$ cat src/rtl/hwcs_div.sv
// ----------------------------------------------------------------------------
// hwcs_div
// pipelined restoring divider, several lanes, one quotient bit per stage
// ----------------------------------------------------------------------------
module hwcs_div #(
    parameter int LANES = 1,
    parameter int NUM_W = 8,
    parameter int DEN_W = 4,
    parameter int Q_W   = 4,
    parameter int SB_W  = 1
) (
    input  logic             i_clk,
    input  logic             i_rst_n,
    input  logic             i_en,
    input  logic             i_valid,
    input  logic [NUM_W-1:0] i_num [LANES],
    input  logic [DEN_W-1:0] i_den [LANES],
    input  logic [SB_W-1:0]  i_sb,
    output logic             o_valid,
    output logic [Q_W-1:0]   o_quo [LANES],
    output logic [SB_W-1:0]  o_sb
);

    // quotient must be below 2**Q_W, so the upper numerator part is below den
    logic [DEN_W-1:0] r_rem [Q_W+1][LANES];
    logic [Q_W-1:0]   r_low [Q_W+1][LANES];
    logic [DEN_W-1:0] r_den [Q_W+1][LANES];
    logic [SB_W-1:0]  r_sb  [Q_W+1];
    logic [Q_W:0]     r_v;

    logic [DEN_W-1:0] n_rem [Q_W+1][LANES];
    logic [Q_W-1:0]   n_low [Q_W+1][LANES];
    logic [DEN_W-1:0] n_den [Q_W+1][LANES];
    logic [SB_W-1:0]  n_sb  [Q_W+1];

    always_comb begin
        logic [DEN_W:0] t;
        logic           ge;
        for (int l = 0; l < LANES; l++) begin
            n_rem[0][l] = DEN_W'(i_num[l] >> Q_W);
            n_low[0][l] = i_num[l][Q_W-1:0];
            n_den[0][l] = i_den[l];
        end
        n_sb[0] = i_sb;
        for (int s = 1; s <= Q_W; s++) begin
            for (int l = 0; l < LANES; l++) begin
                t  = {r_rem[s-1][l], r_low[s-1][l][Q_W-1]};
                ge = (t >= {1'b0, r_den[s-1][l]});
                n_rem[s][l] = ge ? DEN_W'(t - {1'b0, r_den[s-1][l]}) : DEN_W'(t);
                n_low[s][l] = {r_low[s-1][l][Q_W-2:0], ge};
                n_den[s][l] = r_den[s-1][l];
            end
            n_sb[s] = r_sb[s-1];
        end
    end

    always_ff @(posedge i_clk) begin
        if (!i_rst_n) begin
            r_v <= '0;
        end else if (i_en) begin
            r_v <= {r_v[Q_W-1:0], i_valid};
        end
    end

    always_ff @(posedge i_clk) begin
        if (i_en) begin
            r_rem <= n_rem;
            r_low <= n_low;
            r_den <= n_den;
            r_sb  <= n_sb;
        end
    end

    always_comb begin
        for (int l = 0; l < LANES; l++) begin
            o_quo[l] = r_low[Q_W][l];
        end
    end

    assign o_valid = r_v[Q_W];
    assign o_sb    = r_sb[Q_W];

endmodule

$ cat config.mk
export PLATFORM = sky130hd
export DESIGN_NAME = hwcs_div
export DESIGN_NICKNAME = d
export VERILOG_FILES = /design/src/rtl/hwcs_div.sv
export SDC_FILE = /design/constraint.sdc
export NUM_CORES = 1
export LEC_CHECK = 0
export BUFFER_PORTS_ARGS = -buffer_cell sky130_fd_sc_hd__buf_2
export CORE_MARGIN = 1
export CORE_UTILIZATION = 53
export DETAILED_ROUTE_END_ITERATION = 8
export PLACE_DENSITY = 0.85
export SYNTH_ARGS = -nofsm -noshare
export SYNTH_HDL_FRONTEND = slang
export SYNTH_SLANG_ARGS = --single-unit
$ cat constraint.sdc
create_clock -name i_clk -period 1.6 [get_ports i_clk]
set_input_delay 0.08 -clock i_clk [delete_from_list [all_inputs] [get_ports i_clk]]
set_output_delay 0.08 -clock i_clk [all_outputs]
set_load 0.05 [all_outputs]
==> results of run 1 <==
per-layer routing:
metal,wire length (um),global-route usage [%]
met3,175,7.18
met5,0,0
met4,153,11.5
met1,1780,16.8
met2,2840,36.3
state kept, by name, summed over array words and instances (netlist names):
signal	count
r_low	4
r_v	5
o_quo	4
r_rem	16
n_den	16
n_sb	4
o_sb	1
n_low	12
cell families after synthesis:
kind of cell               Yosys count  synth area share [%]
AOI/OAI and AO/OA                   12                  3.03
xor gates and xnor gates             3                 0.993
adders and majority gates           19                  9.83
buffers and inverters               27                  4.44
DFF                                 62                  68.5
muxes                               14                  5.86
and+or+nand+nor                     36                  7.38
synthesized netlist by cell type:
library cell	instances	area [um2]
nand2_1	3	11.3
nor2b_1	5	31.3
fa_1	3	60.1
inv_1	22	82.6
a211o_1	1	8.76
buf_2	1	5.00
a21o_1	2	15.0
nand4_1	3	18.8
o21ai_1	3	15.0
buf_4	4	30.0
nor2_1	12	45.0
dfxtp_1	5	100
a21oi_2	3	26.3
mux2_4	3	45.0
ha_1	16	200
nor2_4	3	33.8
edfxtp_1	57	1710
nor3_1	6	30.0
mux2i_1	11	110
xnor2_1	3	26.3
nand2b_1	4	25.0
a21oi_1	3	15.0
layout by cell type (no fill, tap or decap), types with 2 or more instances in the layout:
| cell type | instances |
|---|---|
| inv_1 | 15 |
| clkbuf_8 | 9 |
| ha_4 | 11 |
| ha_1 | 4 |
| xnor2_1 | 3 |
| buf_4 | 31 |
| buf_12 | 2 |
| nand2_2 | 3 |
| dfxtp_1 | 5 |
| fa_2 | 3 |
| buf_2 | 22 |
| nand4_1 | 3 |
| nor2_1 | 9 |
| a21o_1 | 2 |
| nand2b_4 | 4 |
| edfxtp_1 | 57 |
| nor3_1 | 6 |
| nor2_4 | 4 |
| nor2b_1 | 5 |
| nor2_2 | 2 |
| o21ai_4 | 2 |
| mux2i_1 | 11 |
| a21oi_4 | 3 |
| mux2_4 | 3 |
| bufinv_16 | 2 |
| dlygate4sd3_1 | 14 |
| inv_2 | 7 |
| a21oi_1 | 3 |
| clkinv_1 | 3 |
report_power, final:
part,internal (uW),total (uW),switching [uW]
Clock,859,1420,565
Sequential,1980,2060,80.3
Combinational,545,1030,484
Total,3380,4510,1130
metrics by stage:
step / hold slack [ps] / power, uW / TNS (ps) / instances / util [%]
finish: 54.4 / 4510 / -90.1 / 321 / 77.4
detailed placement: 259 / 2770 / -375 / 267 / 61.9
floorplan: 179 / 2560 / 0 / 173 / -
global placement: 257 / 2720 / -147 / 267 / 61.9
global route: 54.4 / 4710 / -445 / 321 / 77.4
CTS: 44.7 / 4330 / -23.2 / 309 / 73.3
worst paths after layout:
kind | from | end | cells past startpoint | slack [ps]
hold reg to reg | n_sb[3]$_DFFE_PP_ | n_sb[2]$_DFFE_PP_ | 0 | 420
setup / recovery | n_den[8]$_DFFE_PP_ | r_rem[10]$_DFFE_PP_ | 4 | -50
setup reg to reg | n_den[8]$_DFFE_PP_ | r_rem[10]$_DFFE_PP_ | 4 | -50
hold / removal | i_valid | r_v[0]$_SDFFE_PN0P_ | 3 | 50
worst min-delay path, delay by kind of cell:
kind / cells / cell delay [ps]
buffers and inverters: 1 / 80
AND/OR/NAND/NOR: 1 / 120
multiplexers: 1 / 60
cell type report:
cell class | instances | area, um2
Multi-Input combinational cell | 84 | 963
Sequential cell | 62 | 1810
Tap cell | 67 | 83.8
Timing Repair Buffer | 70 | 534
Clock buffer | 10 | 128
Fill cell | 251 | 1070
Clock inverter | 6 | 76.3
Inverter | 22 | 82.6
what timing repair did:
action                                  CTS  global route
resized for setup                        21            19
endpoints found under the setup margin    8            11
setup buffers                            12            12
hold endpoints to repair                 15             0
pin swaps                                15            10
hold buffers                             14             0
==> run_results.csv, run 1 <==
group,metric,value,unit
worst_setup_path,cp_cell_sequence,"ha_4 -> fa_2 -> xnor2_1 -> mux2_4",
worst_setup_path,crit_type,"register to register",
grt,grt_max_degree,27,
worst_setup_path,worstPathArrival,1730,ps
drt,wl_per_cell,15.4,um
sta,clock_skew,9.16,ps
floorplanning,rows,25,
worst_setup_path,crit_fanout,2,
yosys,synth_area,2650,um2
floorplanning,start_util,55.7,%
floorplanning,die_h,72.7,um
yosys,syn-num-nets,209,
final_layout,final_area,3680,um2
drt,drcViolationCount,0,
placed_design,gp_congestion,0.844,
worst_setup_path,critPathTopFamily,"adder cells",
worst_setup_path,cp-end-kind,"register",
clocking,clock_sinks,62,
final_layout,nNetsFinal,285,
sta,post-route-min-period,1650,ps
worst_setup_path,path_buf_inv,0,
grt,antenna_found_initial,0,
sta,period_share,103,%
status,violations,"negative setup slack",
drt,vias_per_cell,4.91,
power,p_per_area,1230,nW/um2
placed_design,io_buffer_count,22,
clocking,path_clk_slew,60,ps
clocking,cts_tree,"done",
grt,grt_pass1_wl,7050,um
clocking,clockBufferDepth,2,
placed_design,dpl_worst_slack,-68.2,ps
final_layout,drive_gt1_share,44.1,%
placed_design,dpl.hpwl,2490,um
drt,drt_iter0_drc,89,
sta,rsz0062_at_grt,"yes",
drt,totalWireLength,4950,um
sta,tightest_slew,355,ps
power,vdd_drop_max,971,uV
worst_setup_path,cp_slowest_cell,"edfxtp_1",
yosys,ys_types,22,
final_layout,syn_to_final_growth,39.1,%
final_layout,diodes,0,
yosys,postSynthAreaPerCell,15.3,um2
drt,dr.pass1.iters,5,
job,cap_violations,0,
worst_setup_path,critPathRequiredTime,1690,ps
floorplanning,die_w,72.7,um
yosys,ys_seq_elements,62,
sta,finalHoldViolCount,0,
clocking,cts_made_buffers,9,
floorplanning,die-area,5280,um2
drt,postRouteAntennaNets,0,
yosys,ys_warn_count,0,
grt,grt-ovfl-total,0,
grt,grt_pass1_vias,1601,
sta,relSlewSlack,76.3,%
floorplanning,core_area,4750,um2
sta,fmax,608,MHz
floorplanning,io_pins,23,
grt,track_usage,19.2,%
status,status,"complete, but fails checks",
clocking,clkLatencyLatePin,340,ps
power,leakage,0.00147,uW
sta,finalMaxSlewViolations,0,
worst_hold_path,hold_path.class,"input port to register",
drt,vias,1576,
worst_setup_path,slowest_delay,450,ps
yosys,synthCells,173,
yosys,yosysSeqAreaShare,68.5,%
sta,layout_setup_ws,-46.1,ps
clocking,cts-root-buf,"clkbuf_8",
placed_design,place_area,2940,um2
worst_setup_path,start_kind,"register",
sta,setup_violations,3,
clocking,h-tree-depth,3,
No activity file was read; power rests on OpenSTA's default activity.
==> inputs of run 2 (changes only) <==
==> config.mk (replaced) <==
export PLATFORM = sky130hd
export DESIGN_NAME = hwcs_div
export DESIGN_NICKNAME = d
export VERILOG_FILES = /design/src/rtl/hwcs_div.sv
export SDC_FILE = /design/constraint.sdc
export NUM_CORES = 1
export LEC_CHECK = 0
export CORE_MARGIN = 1
export CORE_UTILIZATION = 56
export DETAILED_ROUTE_END_ITERATION = 8
export DONT_BUFFER_PORTS = 1
export MAX_ROUTING_LAYER = met4
export PLACE_DENSITY = 0.84
export SYNTH_ARGS = -nofsm -noshare
export SYNTH_HDL_FRONTEND = slang
export SYNTH_SLANG_ARGS = --single-unit
==> run 2 against run 1 <==
Against the previous run:
- the flow finishes with violations (design-rule violations, negative hold slack, negative setup slack)
- setup slack got worse by 24 ps
- via count decreased by 3.3%
- sequential power increased by 2%
- total power decreased by 0.82%
- clock-buffer cell count increased by 1
- die area decreased by 5.2%
- critical path type unchanged
==> run_results.csv, run 2 (synthesized netlist as in run 1, its figures left out) <==
group,metric,value,unit
sta,post-route-min-period,1670,ps
clocking,clockBufferDepth,2,
final_layout,fill_cells,252,
clocking,ctsHoldBuffers,20,
final_layout,final_common_cell,"edfxtp_1",
floorplanning,start_util,59.5,%
worst_setup_path,startpoint,"r_low[15]$_DFFE_PP_",
placed_design,io_buffer_count,0,
clocking,path_clk_slew,70,ps
grt,grt_pass1_vias,1616,
power,leakage,0.00134,uW
floorplanning,core_area,4440,um2
floorplanning,io_pins,23,
clocking,h-tree-depth,3,
clocking,clkLatencyLatePin,340,ps
floorplanning,die-area,5000,um2
worst_setup_path,crit_fanout,2,
grt,track_usage,22.1,%
drt,totalWireLength,5220,um
final_layout,nNetsFinal,258,
drt,wl_per_cell,18.7,um
drt,dr.pass1.iters,6,
sta,period_share,104,%
worst_hold_path,hold_path.class,"input port to register",
worst_setup_path,critPathRequiredTime,1680,ps
worst_setup_path,r2r_slack,-70,ps
placed_design,gp_congestion,0.842,
grt,grt-ovfl-total,0,
drt,postRouteAntennaNets,0,
final_layout,drive_gt1_share,36.1,%
power,p_per_area,1270,nW/um2
worst_setup_path,endpoint,"r_rem[10]$_DFFE_PP_",
worst_setup_path,r2r-end,"r_rem[10]$_DFFE_PP_",
floorplanning,rows,24,
sta,setup_violations,7,
drt,vias_per_cell,5.46,
worst_setup_path,start_kind,"register",
status,status,"complete, but fails checks",
sta,fmax,599,MHz
floorplanning,die_h,70.7,um
sta,finalMaxSlewViolations,0,
sta,rsz0062_at_grt,"yes",
sta,layout_setup_ws,-69.8,ps
clocking,clock_sinks,62,
final_layout,diodes,0,
drt,drcViolationCount,2,
floorplanning,die_w,70.7,um
worst_setup_path,worstPathArrival,1750,ps
clocking,cts_tree,"done",
sta,clock_skew,9.43,ps
drt,drt_iter0_drc,121,
grt,grt_pass1_wl,7470,um
job,cap_violations,0,
placed_design,dpl.hpwl,2540,um
final_layout,syn_to_final_growth,33.2,%
grt,grt_max_degree,63,
drt,vias,1524,
sta,tightest_slew,463,ps
worst_setup_path,crit_type,"register to register",
status,violations,"design-rule violations, negative hold slack, negative setup slack",
grt,antenna_found_initial,0,
worst_setup_path,reg2reg_depth,6,
sta,finalHoldViolCount,57,
worst_setup_path,cp-end-kind,"register",
sta,whs,-150,ps
sta,relSlewSlack,69.2,%
clocking,cts-root-buf,"clkbuf_8",
clocking,cts_made_buffers,9,
power,vdd_drop_max,885,uV
final_layout,final_cell_mix,"edfxtp_1 (57), buf_4 (21), dlygate4sd3_1 (20)",
worst_setup_path,timing.rr.start,"r_low[15]$_DFFE_PP_",
final_layout,utilization,79.3,%
==> run 2: changes by cell type in the layout (fill, tap and decap cells not counted), moves of 2 or more <==
cell,before,now
clkinv_1,3,1
buf_12,2,0
buf_4,31,21
buf_2,22,0
dlygate4sd3_1,14,20
==> run 2: metrics by stage <==
| step | setup TNS, ps | cells | setup slack [ps] | total power [uW] | area [um2] |
|---|---|---|---|---|---|
| 2_1_floorplan | 0 | 173 | 0.460 | 2560 | 2680 |
| 3_3_place_gp | -74.2 | 226 | -37.7 | 2640 | 2760 |
| 3_5_place_dp | -642 | 226 | -88.9 | 2700 | 2760 |
| 4_1_cts | -20.6 | 271 | -14.4 | 4350 | 3420 |
| 5_1_grt | -612 | 279 | -107 | 4640 | 3530 |
| 6_report | -222 | 279 | -69.8 | 4480 | 3530 |
==> run 2: area by class of cell <==
type	instances	area [um2]	area share, %
flip-flops and latches	62	1810	51.4
multi-input cells	84	981	27.8
repair buffers	43	380	10.8
clock buffers	11	131	3.73
inverters	22	82.6	2.34
clock inverters	5	73.8	2.09
well taps	52	65.1	1.85
==> run 2: metal layers <==
| layer | track usage, % | routed length, um | share of wire (%) |
|---|---|---|---|
| met4 | 12.0 | 150 | 2.9 |
| met1 | 18.3 | 1780 | 34 |
| met5 | - | 0 | 0 |
| met2 | 41.7 | 3120 | 60 |
| met3 | 7.83 | 166 | 3.2 |
==> run 2: how the worst min path moves through the flow <==
stage,slack [ps],end,cells after the start,startpoint
after detailed placement,180,n_den[13]$_DFFE_PP_,0,i_den[1]
after global routing,-180,n_den[15]$_DFFE_PP_,0,i_en
after CTS,-160,r_rem[18]$_DFFE_PP_,0,i_en
after global placement,180,r_rem[16]$_DFFE_PP_,0,i_num[4]
final,-150,r_rem[18]$_DFFE_PP_,0,i_en
after floorplan,180,n_den[12]$_DFFE_PP_,0,i_den[0]
==> run 2: repair_timing <==
action                     4_1_cts  5_1_grt
resized for setup               33       13
setup endpoints to repair       10       11
setup buffers                    9        8
pin swaps                       16       12
hold endpoints to repair        75       57
==> run 2: report_power, final <==
part	leakage [uW]	internal [uW]	switching [uW]
clock network	0.000105	868	578
logic	0.000646	504	418
registers	0.000594	1980	127
==> run 2: worst max-delay path: stages, from the launching register on <==
cell,delay (ps)
edfxtp_1,410
inv_2,120
ha_4,220
nand4_1,110
nand2_2,100
nor2_4,150
mux2_4,310
==> inputs of run 3 (changes only) <==
--- a/config.mk
+++ b/config.mk
@@ -7,6 +7,7 @@
 export LEC_CHECK = 0
 export CORE_MARGIN = 1
 export CORE_UTILIZATION = 56
+export CTS_BUF_LIST = sky130_fd_sc_hd__clkbuf_16
 export DETAILED_ROUTE_END_ITERATION = 8
 export DONT_BUFFER_PORTS = 1
 export MAX_ROUTING_LAYER = met4
==> run 3 against run 2 <==
Against the previous run:
- the run still ends with design-rule violations, negative hold slack, negative setup slack left
- sequential share of layout area decreased by 1.1 points
- sequential power about the same
- die area is the same
- clock power rose by 36%
- global-route usage about the same
- flip-flop and latch count stayed put
- cell area up 2.2%
- total power increased by 11%
- critical path type unchanged
- largest power group unchanged
==> run_results.csv, run 3 (synthesized netlist as in run 1, its figures left out) <==
group,metric,value,unit
power,vdd_drop_max,1130,uV
sta,fmax,603,MHz
sta,period_share,104,%
sta,finalHoldViolCount,57,
power,p_sw,1170,uW
clocking,clockBufferDepth,2,
final_layout,fill_cells,227,
sta,layout_setup_ws,-59.1,ps
worst_setup_path,reg2reg_depth,5,
worst_hold_path,holdPathEnd,"r_rem[18]$_DFFE_PP_",
placed_design,dpl_worst_slack,-88.9,ps
sta,post-route-min-period,1660,ps
drt,drt_iter0_drc,99,
floorplanning,die_w,70.7,um
power,intPower,3810,uW
power,share_seq_of_total_power,42.4,%
sta,whs,-138,ps
clocking,clock_sinks,62,
clocking,cts-root-buf,"clkbuf_16",
worst_setup_path,slowest_delay,400,ps
clocking,path_clk_slew,50,ps
placed_design,io_buffer_count,0,
worst_setup_path,worstPathArrival,1730,ps
worst_setup_path,r2r-end,"r_rem[10]$_DFFE_PP_",
worst_setup_path,cp_cell_sequence,"buf_4 -> inv_1 -> fa_2 -> xnor2_1 -> mux2_4",
drt,postRouteAntennaNets,0,
grt,track_usage,22.1,%
sta,tightest_slew,461,ps
worst_hold_path,hold_start,"i_en",
placed_design,dpl.hpwl,2540,um
status,status,"complete, but fails checks",
worst_setup_path,cp-end-kind,"register",
final_layout,diodes,0,
grt,antenna_found_initial,0,
worst_setup_path,crit_type,"register to register",
floorplanning,die-area,5000,um2
drt,drcViolationCount,2,
drt,vias,1493,
final_layout,syn_to_final_growth,36.1,%
power,pwr-share-clk,39.6,%
power,swShare,23.5,%
floorplanning,start_util,59.5,%
floorplanning,io_pins,23,
clocking,cts_made_buffers,9,
floorplanning,rows,24,
worst_setup_path,critPathRequiredTime,1670,ps
sta,clock_skew,8.71,ps
grt,grt-ovfl-total,0,
sta,finalMaxSlewViolations,0,
final_layout,final_common_cell,"edfxtp_1",
worst_setup_path,timing.rr.start,"r_rem[12]$_DFFE_PP_",
placed_design,dp.cells,226,
grt,grt_max_degree,63,
drt,dr.pass1.iters,6,
final_layout,final_cell_mix,"edfxtp_1 (57), buf_4 (21), dlygate4sd3_1 (19)",
sta,rsz0062_at_grt,"yes",
job,cap_violations,0,
floorplanning,die_h,70.7,um
drt,totalWireLength,5200,um
placed_design,gp_congestion,0.842,
worst_hold_path,whs_path_depth,0,
floorplanning,core_area,4440,um2
sta,setup_tns,-212,ps
worst_setup_path,crit_fanout,2,
drt,wl_per_cell,18.7,um
final_layout,drive_gt1_share,35.4,%
worst_hold_path,hold_path.class,"input port to register",
sta,relSlewSlack,69.3,%
clocking,clkLatencyLatePin,330,ps
grt,grt_pass1_vias,1569,
clocking,h-tree-depth,3,
power,leakage,0.00139,uW
final_layout,instances_no_fill,278,
sta,setup_violations,7,
worst_setup_path,cp_slowest_cell,"edfxtp_1",
power,p_comb_share,18.0,%
worst_setup_path,start_kind,"register",
status,violations,"design-rule violations, negative hold slack, negative setup slack",
drt,vias_per_cell,5.37,
clocking,ctsHoldBuffers,19,
worst_setup_path,r2r_slack,-60,ps
clocking,cts_tree,"done",
power,p_per_area,1380,nW/um2
grt,grt_pass1_wl,7330,um
final_layout,utilization,81.1,%
final_layout,nNetsFinal,257,
[run 3: cell types whose count changed in the layout (fill, tap and decap cells not counted), moves of 2 or more]
cell and change:
clkbuf_1 -2, clkbuf_16 +9, clkbuf_8 -9, inv_1 +2
[run 3: final cells by class]
cell class / count / area (um2) / area share [%]
inverter: 22 / 82.6 / 2.29
clock buffer: 9 / 225 / 6.25
clock inverter: 7 / 81.3 / 2.26
sequential: 62 / 1810 / 50.3
timing repair buffer: 42 / 370 / 10.3
multi-input combinational: 84 / 966 / 26.8
tap: 52 / 65.1 / 1.81
[run 3: layer usage]
metal / part of all wire, % / GRT usage [%]
met5: 0 / -
met1: 36 / 19.0
met2: 59 / 40.6
met4: 1.8 / 13.3
met3: 2.3 / 7.41
[run 3: what timing repair did]
item / 4_1_cts / 5_1_grt
endpoints found under the setup margin: 10 / 12
endpoints found under the hold margin: 75 / 57
pin swaps: 11 / 13
gates resized for setup: 24 / 19
setup buffers: 8 / 9
[run 3: power groups by stage]
| stage | clock [uW] | sequential, uW | combinational [uW] |
|---|---|---|---|
| 4_1_cts | 1990 | 2100 | 767 |
| 3_5_place_dp | 0 | 2130 | 577 |
| 2_1_floorplan | 0 | 2070 | 494 |
| 5_1_grt | 2080 | 2120 | 965 |
| 3_3_place_gp | 0 | 2120 | 520 |
| 6_report | 1970 | 2110 | 897 |
[run 3: how the worst max path moves through the flow]
stage	start	to	slack (ps)	depth (start not counted)
after floorplan	r_rem[14]$_DFFE_PP_	r_rem[10]$_DFFE_PP_	0.5	5
after global placement	n_den[12]$_DFFE_PP_	r_rem[14]$_DFFE_PP_	-40	4
after detailed placement	n_den[12]$_DFFE_PP_	r_rem[14]$_DFFE_PP_	-90	4
after CTS	r_rem[12]$_DFFE_PP_	r_rem[10]$_DFFE_PP_	-30	5
after global routing	r_rem[18]$_DFFE_PP_	r_rem[14]$_DFFE_PP_	-130	5
final	r_rem[12]$_DFFE_PP_	r_rem[10]$_DFFE_PP_	-60	5
[run 3: through the flow]
stage / power (uW) / instance area (um2)
finish: 4980 / 3600
global route: 5160 / 3600
CTS: 4860 / 3450
detailed placement: 2700 / 2760
global placement: 2640 / 2760
floorplan: 2560 / 2680
[run 3: critical path, delay by kind of cell, from the launching register on]
kind / cells / cell delay, ps
xor+xnor: 1 / 130
flops: 1 / 400
buf+inv: 2 / 210
fa+ha+maj: 1 / 400
mux: 1 / 260
